[src/hdl/forth_data_stack_unit_macros.svh]
// Assertion macros shared by the data stack RTL.
`ifndef FORTH_DATA_STACK_UNIT_MACROS_SVH
`define FORTH_DATA_STACK_UNIT_MACROS_SVH

// Clocked check that is ignored while reset is held.
`define FDS_ASSERT(lbl, prop, msg) \
  lbl: assert property (@(posedge clk) disable iff (!rst_n) prop) else $error(msg);

// Clocked check that also holds during reset.
`define FDS_ASSERT_ALWAYS(lbl, prop, msg) \
  lbl: assert property (@(posedge clk) prop) else $error(msg);

`endif

[src/hdl/fds_pkg.sv]
// Package with item types, action and status codes and action tables for the data stack.
package fds_pkg;

  localparam int WORD_BITS = 32;
  localparam int DEFAULT_DEPTH = 64;
  localparam logic [6:0] CAP_RESET = 7'd64;

  localparam logic [4:0] ACT_PUSH   = 5'd0;
  localparam logic [4:0] ACT_POP    = 5'd1;
  localparam logic [4:0] ACT_TOP    = 5'd2;
  localparam logic [4:0] ACT_DUP    = 5'd3;
  localparam logic [4:0] ACT_SWAP   = 5'd4;
  localparam logic [4:0] ACT_DROP   = 5'd5;
  localparam logic [4:0] ACT_OVER   = 5'd6;
  localparam logic [4:0] ACT_ROT    = 5'd7;
  localparam logic [4:0] ACT_2SWAP  = 5'd8;
  localparam logic [4:0] ACT_2DUP   = 5'd9;
  localparam logic [4:0] ACT_2OVER  = 5'd10;
  localparam logic [4:0] ACT_2DROP  = 5'd11;
  localparam logic [4:0] ACT_ADD    = 5'd12;
  localparam logic [4:0] ACT_SUB    = 5'd13;
  localparam logic [4:0] ACT_MUL    = 5'd14;
  localparam logic [4:0] ACT_DIV    = 5'd15;
  localparam logic [4:0] ACT_EQ     = 5'd16;
  localparam logic [4:0] ACT_LT     = 5'd17;
  localparam logic [4:0] ACT_GT     = 5'd18;

  localparam logic [1:0] STS_OK   = 2'd0;
  localparam logic [1:0] STS_FEW  = 2'd1;
  localparam logic [1:0] STS_FULL = 2'd2;
  localparam logic [1:0] STS_DIV0 = 2'd3;

  typedef struct packed {
    logic [4:0]                  action;
    logic signed [WORD_BITS-1:0] push_value;
  } in_item_t;

  typedef struct packed {
    logic [1:0]                  status;
    logic signed [WORD_BITS-1:0] result_value;
    logic [6:0]                  depth;
  } out_item_t;

  // Number of entries an action consumes from the top.
  function automatic logic [2:0] act_need(input logic [4:0] act);
    logic [2:0] n;
    begin
      unique case (act)
        ACT_PUSH: n = 3'd0;
        ACT_POP, ACT_TOP, ACT_DUP, ACT_DROP: n = 3'd1;
        ACT_ROT: n = 3'd3;
        ACT_2SWAP, ACT_2OVER: n = 3'd4;
        default: n = 3'd2;
      endcase
      return n;
    end
  endfunction

  // Net growth of actions that add entries, zero for all others.
  function automatic logic [1:0] act_add(input logic [4:0] act);
    logic [1:0] g;
    begin
      unique case (act)
        ACT_PUSH, ACT_DUP, ACT_OVER: g = 2'd1;
        ACT_2DUP, ACT_2OVER: g = 2'd2;
        default: g = 2'd0;
      endcase
      return g;
    end
  endfunction

endpackage

[src/hdl/forth_data_stack_unit.sv]
// Bounded Forth data stack with stack memory, operand sequencer and iterative divider.
//
// The input channel (in_valid, in_stall, in_data) takes one action item: push, pop,
// stack shuffles, arithmetic or comparisons on signed words. Each item yields exactly
// one result item on (out_valid, out_stall, out_data): status, the popped or top word,
// and the depth afterwards. The cfg channel writes the capacity limit; cfg_ready is
// always high and writes belong in idle periods.
// An item runs as a sequence over one single-port stack memory: a check step, a read of
// each operand (up to four) and a closing read step, a compute step, a write of each
// word pushed back (up to six) and a closing write step, an optional top-of-stack read
// (ST_TOPRD, ST_TOPWT), and a hand-off to the output register. A divide runs the
// restoring divider between the compute and write steps. One item is in work at a time,
// so the next item is taken the cycle after the hand-off.
// A result that is stalled waits in the output register; the next item may be taken
// in the meantime and waits for that register to drain before delivering.
// Synchronous reset empties the stack and sets capacity to 64; the memory is not
// cleared, since entries above the count are never used.
module forth_data_stack_unit #(
  parameter int DEPTH = fds_pkg::DEFAULT_DEPTH
) (
  input  logic             clk,
  input  logic             rst_n,
  input  logic             in_valid,
  output logic             in_stall,
  input  fds_pkg::in_item_t  in_data,
  output logic             out_valid,
  input  logic             out_stall,
  output fds_pkg::out_item_t out_data,
  input  logic             cfg_valid,
  output logic             cfg_ready,
  input  logic [6:0]       cfg_data
);
  import fds_pkg::*;

  `include "forth_data_stack_unit_macros.svh"

  localparam int CW = $clog2(DEPTH + 1);
  localparam int AW = $clog2(DEPTH);
  localparam int DCW = $clog2(WORD_BITS + 1);

  localparam logic [3:0] ST_IDLE  = 4'd0;
  localparam logic [3:0] ST_CHK   = 4'd1;
  localparam logic [3:0] ST_READ  = 4'd2;
  localparam logic [3:0] ST_CALC  = 4'd3;
  localparam logic [3:0] ST_DIV   = 4'd4;
  localparam logic [3:0] ST_WRITE = 4'd5;
  localparam logic [3:0] ST_TOPRD = 4'd6;
  localparam logic [3:0] ST_TOPWT = 4'd7;
  localparam logic [3:0] ST_OUT   = 4'd8;

  logic [3:0]                  state_r;
  logic [4:0]                  act_r;
  logic signed [WORD_BITS-1:0] pv_r;
  logic [CW-1:0]               cnt_r;
  logic [CW-1:0]               base_r;
  logic [2:0]                  need_r;
  logic [2:0]                  nr_r;
  logic [2:0]                  idx_r;
  logic                        rdv_r;
  logic [1:0]                  rdi_r;
  logic signed [WORD_BITS-1:0] t_r [4];
  logic signed [WORD_BITS-1:0] r_r [6];
  logic [1:0]                  sts_r;
  logic signed [WORD_BITS-1:0] res_r;
  logic [6:0]                  cap_r;
  logic                        out_valid_r;
  out_item_t                   out_data_r;

  // Stack memory with registered read data.
  logic [WORD_BITS-1:0] mem [DEPTH];
  logic [WORD_BITS-1:0] mem_q_r;
  logic                 rd_en;
  logic [AW-1:0]        rd_addr;
  logic                 we;
  logic [CW-1:0]        wr_full;
  logic [WORD_BITS-1:0] wr_data;

  // Divider registers.
  logic [WORD_BITS-1:0] rem_r;
  logic [WORD_BITS-1:0] quo_r;
  logic [WORD_BITS-1:0] dvs_r;
  logic [DCW-1:0]       dcnt_r;
  logic                 dneg_r;
  logic [WORD_BITS:0]   rem_sh;
  logic [WORD_BITS:0]   rem_diff;

  // Check and compute helpers.
  logic [2:0]                  need_c;
  logic [1:0]                  add_c;
  logic [CW:0]                 cap_eff;
  logic [CW:0]                 grow_sum;
  logic signed [WORD_BITS-1:0] rc [6];
  logic [2:0]                  nr_c;
  logic signed [WORD_BITS-1:0] prod_c;
  logic signed [WORD_BITS-1:0] true_w;

  assign in_stall  = (state_r != ST_IDLE);
  assign cfg_ready = 1'b1;
  assign out_valid = out_valid_r;
  assign out_data  = out_data_r;
  assign true_w    = '1;

  assign need_c   = act_need(act_r);
  assign add_c    = act_add(act_r);
  assign cap_eff  = (cap_r < DEPTH) ? (CW+1)'(cap_r) : (CW+1)'(DEPTH);
  assign grow_sum = (CW+1)'(cnt_r) + (CW+1)'(add_c);
  assign prod_c   = WORD_BITS'(t_r[1] * t_r[0]);

  // One restoring divide step on magnitudes.
  assign rem_sh   = {rem_r, quo_r[WORD_BITS-1]};
  assign rem_diff = rem_sh - {1'b0, dvs_r};

  // Memory access decode from the sequencer state.
  always_comb begin
    rd_en   = 1'b0;
    rd_addr = AW'(cnt_r - CW'(1));
    we      = 1'b0;
    wr_full = base_r + CW'(idx_r);
    wr_data = r_r[idx_r];
    if (state_r == ST_READ && idx_r < need_r) begin
      rd_en   = 1'b1;
      rd_addr = AW'(cnt_r - CW'(1) - CW'(idx_r));
    end else if (state_r == ST_TOPRD) begin
      rd_en = 1'b1;
    end
    if (state_r == ST_WRITE && idx_r < nr_r) begin
      we = 1'b1;
    end
  end

  always_ff @(posedge clk) begin
    if (we) begin
      mem[AW'(wr_full)] <= wr_data;
    end
    if (rd_en) begin
      mem_q_r <= mem[rd_addr];
    end
  end

  // New words for each action, written back from the lowest entry upward.
  always_comb begin
    for (int i = 0; i < 6; i++) begin
      rc[i] = t_r[0];
    end
    nr_c = 3'd1;
    case (act_r)
      ACT_PUSH: rc[0] = pv_r;
      ACT_POP, ACT_DROP, ACT_2DROP: nr_c = 3'd0;
      ACT_TOP: rc[0] = t_r[0];
      ACT_DUP: nr_c = 3'd2;
      ACT_SWAP: begin
        rc[1] = t_r[1];
        nr_c  = 3'd2;
      end
      ACT_OVER: begin
        rc[0] = t_r[1];
        rc[2] = t_r[1];
        nr_c  = 3'd3;
      end
      ACT_ROT: begin
        rc[0] = t_r[1];
        rc[2] = t_r[2];
        nr_c  = 3'd3;
      end
      ACT_2SWAP: begin
        rc[0] = t_r[1];
        rc[2] = t_r[3];
        rc[3] = t_r[2];
        nr_c  = 3'd4;
      end
      ACT_2DUP: begin
        rc[0] = t_r[1];
        rc[2] = t_r[1];
        nr_c  = 3'd4;
      end
      ACT_2OVER: begin
        rc[0] = t_r[3];
        rc[1] = t_r[2];
        rc[2] = t_r[1];
        rc[4] = t_r[3];
        rc[5] = t_r[2];
        nr_c  = 3'd6;
      end
      ACT_ADD: rc[0] = t_r[1] + t_r[0];
      ACT_SUB: rc[0] = t_r[1] - t_r[0];
      ACT_MUL: rc[0] = prod_c;
      ACT_EQ:  rc[0] = (t_r[1] == t_r[0]) ? true_w : '0;
      ACT_LT:  rc[0] = (t_r[1] < t_r[0]) ? true_w : '0;
      default: rc[0] = (t_r[0] < t_r[1]) ? true_w : '0;
    endcase
  end

  // Sequencer, operand capture, divider and output register.
  always_ff @(posedge clk) begin
    if (!rst_n) begin
      state_r     <= ST_IDLE;
      cnt_r       <= '0;
      cap_r       <= CAP_RESET;
      out_valid_r <= 1'b0;
      rdv_r       <= 1'b0;
    end else begin
      if (cfg_valid && cfg_ready) begin
        cap_r <= cfg_data;
      end
      if (out_valid_r && !out_stall && state_r != ST_OUT) begin
        out_valid_r <= 1'b0;
      end
      // Read data arrives in the cycle after each operand read.
      rdv_r <= (state_r == ST_READ) && (idx_r < need_r);
      if (rdv_r) begin
        t_r[rdi_r] <= mem_q_r;
      end

      unique case (state_r)
        ST_IDLE: begin
          if (in_valid) begin
            act_r   <= in_data.action;
            pv_r    <= in_data.push_value;
            state_r <= ST_CHK;
          end
        end
        ST_CHK: begin
          need_r  <= need_c;
          idx_r   <= '0;
          base_r  <= cnt_r - CW'(need_c);
          if (act_r > ACT_GT) begin
            sts_r   <= STS_OK;
            state_r <= ST_TOPRD;
          end else if (cnt_r < CW'(need_c)) begin
            sts_r   <= STS_FEW;
            state_r <= ST_TOPRD;
          end else if (add_c != 2'd0 && grow_sum > cap_eff) begin
            sts_r   <= STS_FULL;
            state_r <= ST_TOPRD;
          end else begin
            sts_r   <= STS_OK;
            state_r <= ST_READ;
          end
        end
        ST_READ: begin
          if (idx_r < need_r) begin
            rdi_r <= idx_r[1:0];
            idx_r <= idx_r + 3'd1;
          end else begin
            state_r <= ST_CALC;
          end
        end
        ST_CALC: begin
          idx_r <= '0;
          res_r <= t_r[0];
          if (act_r == ACT_DIV && t_r[0] == '0) begin
            sts_r   <= STS_DIV0;
            state_r <= ST_TOPRD;
          end else if (act_r == ACT_DIV) begin
            dvs_r   <= t_r[0][WORD_BITS-1] ? -t_r[0] : t_r[0];
            quo_r   <= t_r[1][WORD_BITS-1] ? -t_r[1] : t_r[1];
            rem_r   <= '0;
            dcnt_r  <= '0;
            dneg_r  <= t_r[0][WORD_BITS-1] ^ t_r[1][WORD_BITS-1];
            state_r <= ST_DIV;
          end else begin
            r_r     <= rc;
            nr_r    <= nr_c;
            state_r <= ST_WRITE;
          end
        end
        ST_DIV: begin
          if (dcnt_r == DCW'(WORD_BITS)) begin
            r_r[0]  <= dneg_r ? -quo_r : quo_r;
            nr_r    <= 3'd1;
            state_r <= ST_WRITE;
          end else begin
            dcnt_r <= dcnt_r + DCW'(1);
            if (!rem_diff[WORD_BITS]) begin
              rem_r <= rem_diff[WORD_BITS-1:0];
              quo_r <= {quo_r[WORD_BITS-2:0], 1'b1};
            end else begin
              rem_r <= rem_sh[WORD_BITS-1:0];
              quo_r <= {quo_r[WORD_BITS-2:0], 1'b0};
            end
          end
        end
        ST_WRITE: begin
          if (idx_r < nr_r) begin
            idx_r <= idx_r + 3'd1;
          end else begin
            cnt_r <= base_r + CW'(nr_r);
            if (act_r == ACT_POP) begin
              state_r <= ST_OUT;
            end else if (nr_r == 3'd0) begin
              state_r <= ST_TOPRD;
            end else begin
              res_r   <= r_r[nr_r - 3'd1];
              state_r <= ST_OUT;
            end
          end
        end
        ST_TOPRD: begin
          state_r <= ST_TOPWT;
        end
        ST_TOPWT: begin
          res_r   <= (cnt_r != '0 && act_r != ACT_POP) ? mem_q_r : '0;
          state_r <= ST_OUT;
        end
        ST_OUT: begin
          if (!out_valid_r || !out_stall) begin
            out_valid_r             <= 1'b1;
            out_data_r.status       <= sts_r;
            out_data_r.result_value <= res_r;
            out_data_r.depth        <= 7'(cnt_r);
            state_r                 <= ST_IDLE;
          end
        end
        default: state_r <= ST_IDLE;
      endcase
    end
  end

  `FDS_ASSERT_ALWAYS(a_rst_empty, !rst_n |=> (cnt_r == '0 && !out_valid_r), "reset left items")
  `FDS_ASSERT(a_cnt_bound, cnt_r <= CW'(DEPTH), "entry count beyond stack depth")
  `FDS_ASSERT(a_wr_bound, we |-> (wr_full < CW'(DEPTH)), "stack write beyond depth")
  `FDS_ASSERT(a_out_src, $rose(out_valid_r) |-> $past(state_r) == ST_OUT,
    "result shown without a finished item")
  `FDS_ASSERT(a_no_rw, !(rd_en && we), "stack read and write in the same cycle")

endmodule

[config.mk]
export PLATFORM = sky130hd
export DESIGN_NAME = forth_data_stack_unit
export DESIGN_NICKNAME = d
export VERILOG_FILES = /design/src/hdl/fds_pkg.sv /design/src/hdl/forth_data_stack_unit.sv
export VERILOG_INCLUDE_DIRS = /design/src /design/src/hdl
export SDC_FILE = /design/constraint.sdc
export NUM_CORES = 2
export LEC_CHECK = 0
export BUFFER_PORTS_ARGS = -buffer_cell sky130_fd_sc_hd__buf_4
export CAP_MARGIN = 20
export CORE_ASPECT_RATIO = 0.75
export CORE_UTILIZATION = 40
export CTS_BUF_LIST = sky130_fd_sc_hd__clkbuf_4 sky130_fd_sc_hd__clkbuf_8
export DETAILED_ROUTE_END_ITERATION = 12
export SKIP_LAST_GASP = 1
export SLEW_MARGIN = 25
export SYNTH_ARGS = -nofsm -noshare
export SYNTH_HDL_FRONTEND = slang
export SYNTH_SLANG_ARGS = --single-unit
[constraint.sdc]
create_clock -name clk -period 23.7 [get_ports clk]
set_input_delay 3.555 -clock clk [delete_from_list [all_inputs] [get_ports clk]]
set_output_delay 3.555 -clock clk [all_outputs]
set_load 0.005 [all_outputs]
## After elaboration in Yosys (flattened, before gate mapping)

Memories as Yosys holds them, arrays and structs flattened. A register that Yosys moved wholly into a read port is not among the register bits.
Cells that the tools add are included.

- Bits in writable memories: 2,176
- Bits of input ports: 49
- Flip-flop bits (word level): 445
- Memory bits (read-only): 48
- Memories: 3

- Bitwise operators: 6
- Reduce and logical (&&, ||, !) cells: 44
- Add/sub/neg operators: 15
- Mux-type cells: 82
- Equal/unequal tests: 43
- Multipliers: 1
- Order comparisons: 10

Memories:

| name | depth | width | rd ports | clocked after memory_dff | write ports | line | RTL |
|---|---|---|---|---|---|---|---|
| mem | 64 | 32 | 1 | 1 | 1 | forth_data_stack_unit.sv:70 | `logic [WORD_BITS-1:0] mem [DEPTH];` |
| t_r | 4 | 32 | 4 | 0 | 1 | forth_data_stack_unit.sv:61 | `logic signed [WORD_BITS-1:0] t_r [4];` |
| (name not given) | 16 | 3 | 1 | 1 | 0 | fds_pkg.sv:48 | `unique case (act)` |

Operators with widths:

| cell | count |
|---|---|
| 2-to-1 mux 32 bit | 22 |
| 2-to-1 mux 192 bit | 2 |
| case mux 32 bit (9 select lines) | 1 |
| case mux 32 bit (2 select lines) | 4 |
| binary-select mux 32 bit (select 3 bit) | 2 |
| case mux 32 bit (3 select lines) | 2 |
| negation 32 bit | 3 |
| < comparator 32 bit | 2 |
| 2-to-1 mux 64 bit | 1 |
| equality test 5 x 4 -> 1 bit, second input constant | 8 |
| case mux 4 bit (9 select lines) | 1 |
| subtractor 33 x 32 -> 33 bit | 1 |
| adder 32 bit | 1 |
| equality test 32 bit | 1 |
| logical NOT 32 bit | 1 |
| multiplier 32 x 32 -> 32 bit | 1 |
| 2-to-1 mux 4 bit | 8 |
| subtractor 32 bit | 1 |
| 2-to-1 mux 31 bit | 1 |
| 2-to-1 mux 3 bit | 9 |
| 2-to-1 mux 6 bit | 4 |
| != test 2 bit, second input constant | 12 |
| equality test 5 x 3 -> 1 bit, second input constant | 4 |
| AND reduction 5 bit | 4 |
| 54 further kinds | 105 |

## Logic depth before layout (Yosys ltp)

- Word-level depth: 10
- Depth in mapped cells: 29

## Worst setup path after synthesis

OpenSTA, ideal clock, no wires.

- Kind: input port to flip-flop
- From: input rst_n
- To: register r_r[0] (netlist name) (enable)
- Slack: 12,244 ps
- Arrival time: 10,774 ps
- Path buffers: 2
- Stages on the path: 4
- Setup time: 682 ps
- Cell sequence: clkbuf_1 > clkbuf_1 > nand2_1 > nor2_1

- Word-level cells in the longest chain between the ends: 1

RTL lines:

| element | line | RTL |
|---|---|---|
| start: declaration | forth_data_stack_unit.sv:22 | `input logic rst_n,` |
| AND reduction 4 bit (no source line) | - |  |
| end signal: assignment | forth_data_stack_unit.sv:262 | `r_r <= rc;` |
| end: declaration | forth_data_stack_unit.sv:62 | `logic signed [WORD_BITS-1:0] r_r [6];` |

No other way between the ends.
A chain may end at the register's enable or synchronous reset.

==> results by stage <==
Outcome:
- The run finished with clean final reports.

Timing:
- The number of slew-limit violations in the final report is 0.
- Derived from the worst setup path, the maximum achievable clock frequency is 0.117 GHz.
- The worst-case headroom to the max-slew limit is 13.4%.
- The minimum period implied by the final worst setup slack is 8.56 ns.
- Across all hold checks on the routed design, the worst slack comes to 0.414 ns.
- The final number of setup-violating endpoints is 0.
- The count of final hold-check violations is 0.
- The portion of the clock cycle consumed by the worst path in the final layout is 36.1%.
- At the pin with the least slew margin, the transition time is 1.29 ns.
- The maximum clock skew at final layout is 0.128 ns.
- Setup total negative slack on the finished layout was measured at 0 ns.
- Setup repair after global routing left no endpoint under its margin.

Worst setup path:
- At the worst endpoint, the required time is 24.44 ns.
- The critical path contains buffers and inverters numbering 5 combined.
- The maximum net fanout on the critical path is 17.
- For this run, the slowest stage of the critical path takes 0.68 ns.
- Data arrives at the worst endpoint at 9.29 ns.
- The worst setup path is launched from a register.
- The most repeated library cell on the critical path is sky130_fd_sc_hd__fa_1.
- The category of the critical setup timing path is reg -> reg.
- On the critical path, the stage with the largest delay is an instance of sky130_fd_sc_hd__edfxtp_1.
- The category of the worst setup path capture point is a register.
- The kind of cell with the highest combined delay on the critical path is adder cells.

Floorplan:
- The area of the die is 333000 sq um.
- The die is 666 microns wide.
- The total area inside the core boundary comes to 328000 sq um.
- The initial standard-cell utilization of the core is 40.3%.
- For this design the top-level I/O count stands at 93.
- In this run the core area contains 182 standard-cell rows.
- The height of the die is 500 microns.

Global route:
- The number of global-route vias before repair is 90100.
- The number of antenna violations at the first check in global routing was 31.
- For this run the aggregate overflow at the end of global routing stands at 0.
- Global routing used 26.3% of the available tracks across all layers.
- The first global-routing pass estimated 642000 microns of wire.
- The pin count of the biggest net entering global routing is 163.

Placed design:
- The area of placed instances is 139000 sq um.
- The global placement routability congestion is 0.976.
- The detailed-placement wirelength estimate is 278000 microns.
- The count of port buffers added during placement is 91.

Clock network:
- The H-tree depth is 5.
- The clock passes through at most 4 buffers.
- Clock tree synthesis found a total of 2656 sinks.
- For the worst-skew pair, the clock arrives at the later sink with an insertion delay of 1.08 ns.
- The CTS clock-pin slew for the worst setup and hold paths is 0.07 ns.
- Clock tree synthesis inserted a total of 410 buffers.
- The post-CTS setup buffer count is 0.
- The hold-fix buffer count after cts is 0.
- The root buffer cell chosen for the clock tree is sky130_fd_sc_hd__clkbuf_8.
- In this run, post-CTS repair resized a total of 0 instances.
- The CTS tree is yes.

Flow run:
- The number of max-cap violations is 0.

Power:
- The maximum VDD drop is 0.0985 mV.
- The static power due to leakage is 0.0531 uW.
- The design draws 13800 uW.
- For this design the ratio of total power to cell area is 94.0 nW/um^2.

Logic synthesis:
- The most used flip-flop cell after synthesis is sky130_fd_sc_hd__edfxtp_1.
- Synthesis inferred 2656 register bits.
- Synthesis produced 11100 cells.
- The number of enable-type register cells in the synthesized netlist is 2633.
- The mapped netlist covers 132000 sq um.
- For this run, the register share of the synthesized area comes to 60.2%.
- The synthesized netlist net count is 11900.
- Counting flops with an async set or reset pin after synthesis yields a share of 0%.
- The number of different library cells used by synthesis comes to 81.
- The biggest area contributor in the post-synthesis netlist is sky130_fd_sc_hd__edfxtp_1.
- The average instance in the mapped netlist occupies 11.9 sq um.
- The warning count from the yosys run is 0.
- The synthesized design devotes to its leading area cell type 59.9% of total area.
- After synthesis, the cell types taking the most area are sky130_fd_sc_hd__edfxtp_1, sky130_fd_sc_hd__nand2_1, sky130_fd_sc_hd__fa_1.

Layout:
- In the layout the commonest cells are sky130_fd_sc_hd__nand2_1, sky130_fd_sc_hd__edfxtp_1, sky130_fd_sc_hd__nand3_1.
- Of the cells placed in the final design, the portion with a size suffix greater than 1 is 11.7%.
- Relative to the synthesized area, the layout overhead comes to 11.3%.
- The post-route standard cell area excluding fillers is 147000 sq um.
- After filler insertion, the fill cell instance count of the layout stands at 29700.
- The number of nets at the end of the flow is 11900.
- Leaving out fill and tap cells, the most frequent cell in the layout is sky130_fd_sc_hd__nand2_1.

Route:
- The detail-routed via count per cell is 5.83.
- The routed length per instance is 28.2 microns.
- The total via count in the routed design is 92800.
- The iteration-0 DRC count of the detailed router is 11600.
- The final routed wirelength across all metal layers is 448000 microns.
- The detail route stage leaves a number of antenna-violating nets equal to 0.
- The DRC violations left is 0.
- The number of search-and-repair iterations in the first detailed-routing pass is 10.

Worst hold path:
- The class of the most critical hold timing path is reg -> reg.
-- sequential cells by signal, summed over array words and instances (netlist names), 2 cells and up, named ones only --
name and flops:
act_r 5, need_r 3, t_r 128, dcnt_r 6, out_data 41, sts_r 2
quo_r 32, mem_q_r 32, mem 2048, nr_r 3, r_r 192, cnt_r 7
res_r 32, idx_r 3, cap_r 7, state_r 4, rdi_r 2, rem_r 32
base_r 7, dvs_r 32, pv_r 32
-- cells by family after synthesis --
logic type,Yosys count,synth area share (%)
compound gates,1327,7.48
xor+xnor,265,1.76
fa+ha+maj,696,8.96
buf+inv,1309,3.74
flops,2656,60.2
mux,203,2.21
other cells,1,0.00284
simple gates,4659,15.7
-- worst paths after layout --
kind                              from                endpoint  slack (ns)  cells after the start
setup / recovery  t_r[1][13]$_DFFE_PP_      r_r[189]$_DFFE_PP_       15.14                     25
hold / removal      res_r[8]$_DFFE_PP_  out_data[15]$_DFFE_PP_        0.41                      0
setup reg to reg  t_r[1][13]$_DFFE_PP_      r_r[189]$_DFFE_PP_       15.14                     25
hold reg to reg     res_r[8]$_DFFE_PP_  out_data[15]$_DFFE_PP_        0.41                      0
-- through the flow --
stage / setup slack (ns) / std cells / util (%)
finish: 15.14 / 15900 / 44.8
global route: 14.74 / 15900 / 44.8
CTS: 15.34 / 15900 / 44.8
detailed placement: 15.34 / 15200 / 42.4
global placement: 15.36 / 15200 / 42.4
floorplan: 12.24 / 11100 / -
-- power by group --
group	internal (uW)	switching, uW
registers	5680	128
clock network	1930	1810
logic	1200	3070
-- Yosys cell counts (65+ instances only) --
| master | number |
|---|---|
| sky130_fd_sc_hd__xor2_1 | 105 |
| sky130_fd_sc_hd__xnor2_1 | 160 |
| sky130_fd_sc_hd__fa_1 | 416 |
| sky130_fd_sc_hd__mux2_2 | 65 |
| sky130_fd_sc_hd__and2_1 | 307 |
| sky130_fd_sc_hd__mux2i_1 | 74 |
| sky130_fd_sc_hd__nand3_1 | 641 |
| sky130_fd_sc_hd__a21oi_1 | 137 |
| sky130_fd_sc_hd__nor2_1 | 296 |
| sky130_fd_sc_hd__buf_1 | 84 |
| sky130_fd_sc_hd__and3_1 | 326 |
| sky130_fd_sc_hd__clkbuf_1 | 661 |
| sky130_fd_sc_hd__inv_1 | 546 |
| sky130_fd_sc_hd__a22oi_1 | 79 |
| sky130_fd_sc_hd__a311oi_1 | 384 |
| sky130_fd_sc_hd__edfxtp_1 | 2633 |
| sky130_fd_sc_hd__nor3_1 | 68 |
| sky130_fd_sc_hd__o21ai_0 | 239 |
| sky130_fd_sc_hd__nand2_1 | 2772 |
| sky130_fd_sc_hd__ha_1 | 280 |
| sky130_fd_sc_hd__o31a_1 | 70 |
-- layout make-up --
class                   instances  area, sq um  area share (%)
flip-flops and latches       2656        79500            54.1
inverters                     547         2050            1.40
clock buffers                 565         6850            4.66
multi-input cells            7151        49000            33.3
diodes                         18         45.0          0.0306
repair buffers                402         3130            2.13
well taps                    4416         5530            3.76
clock inverters               147          870           0.591
-- metal layers --
layer	global-route usage (%)	wire (microns)	vias up
li1	-	-	39900
met5	0	42	-
met2	39.8	198000	5120
met3	5.51	45300	906
met4	10.9	20400	6
met1	36.8	185000	46800
Note: power is estimated with default switching activity, not from simulation.
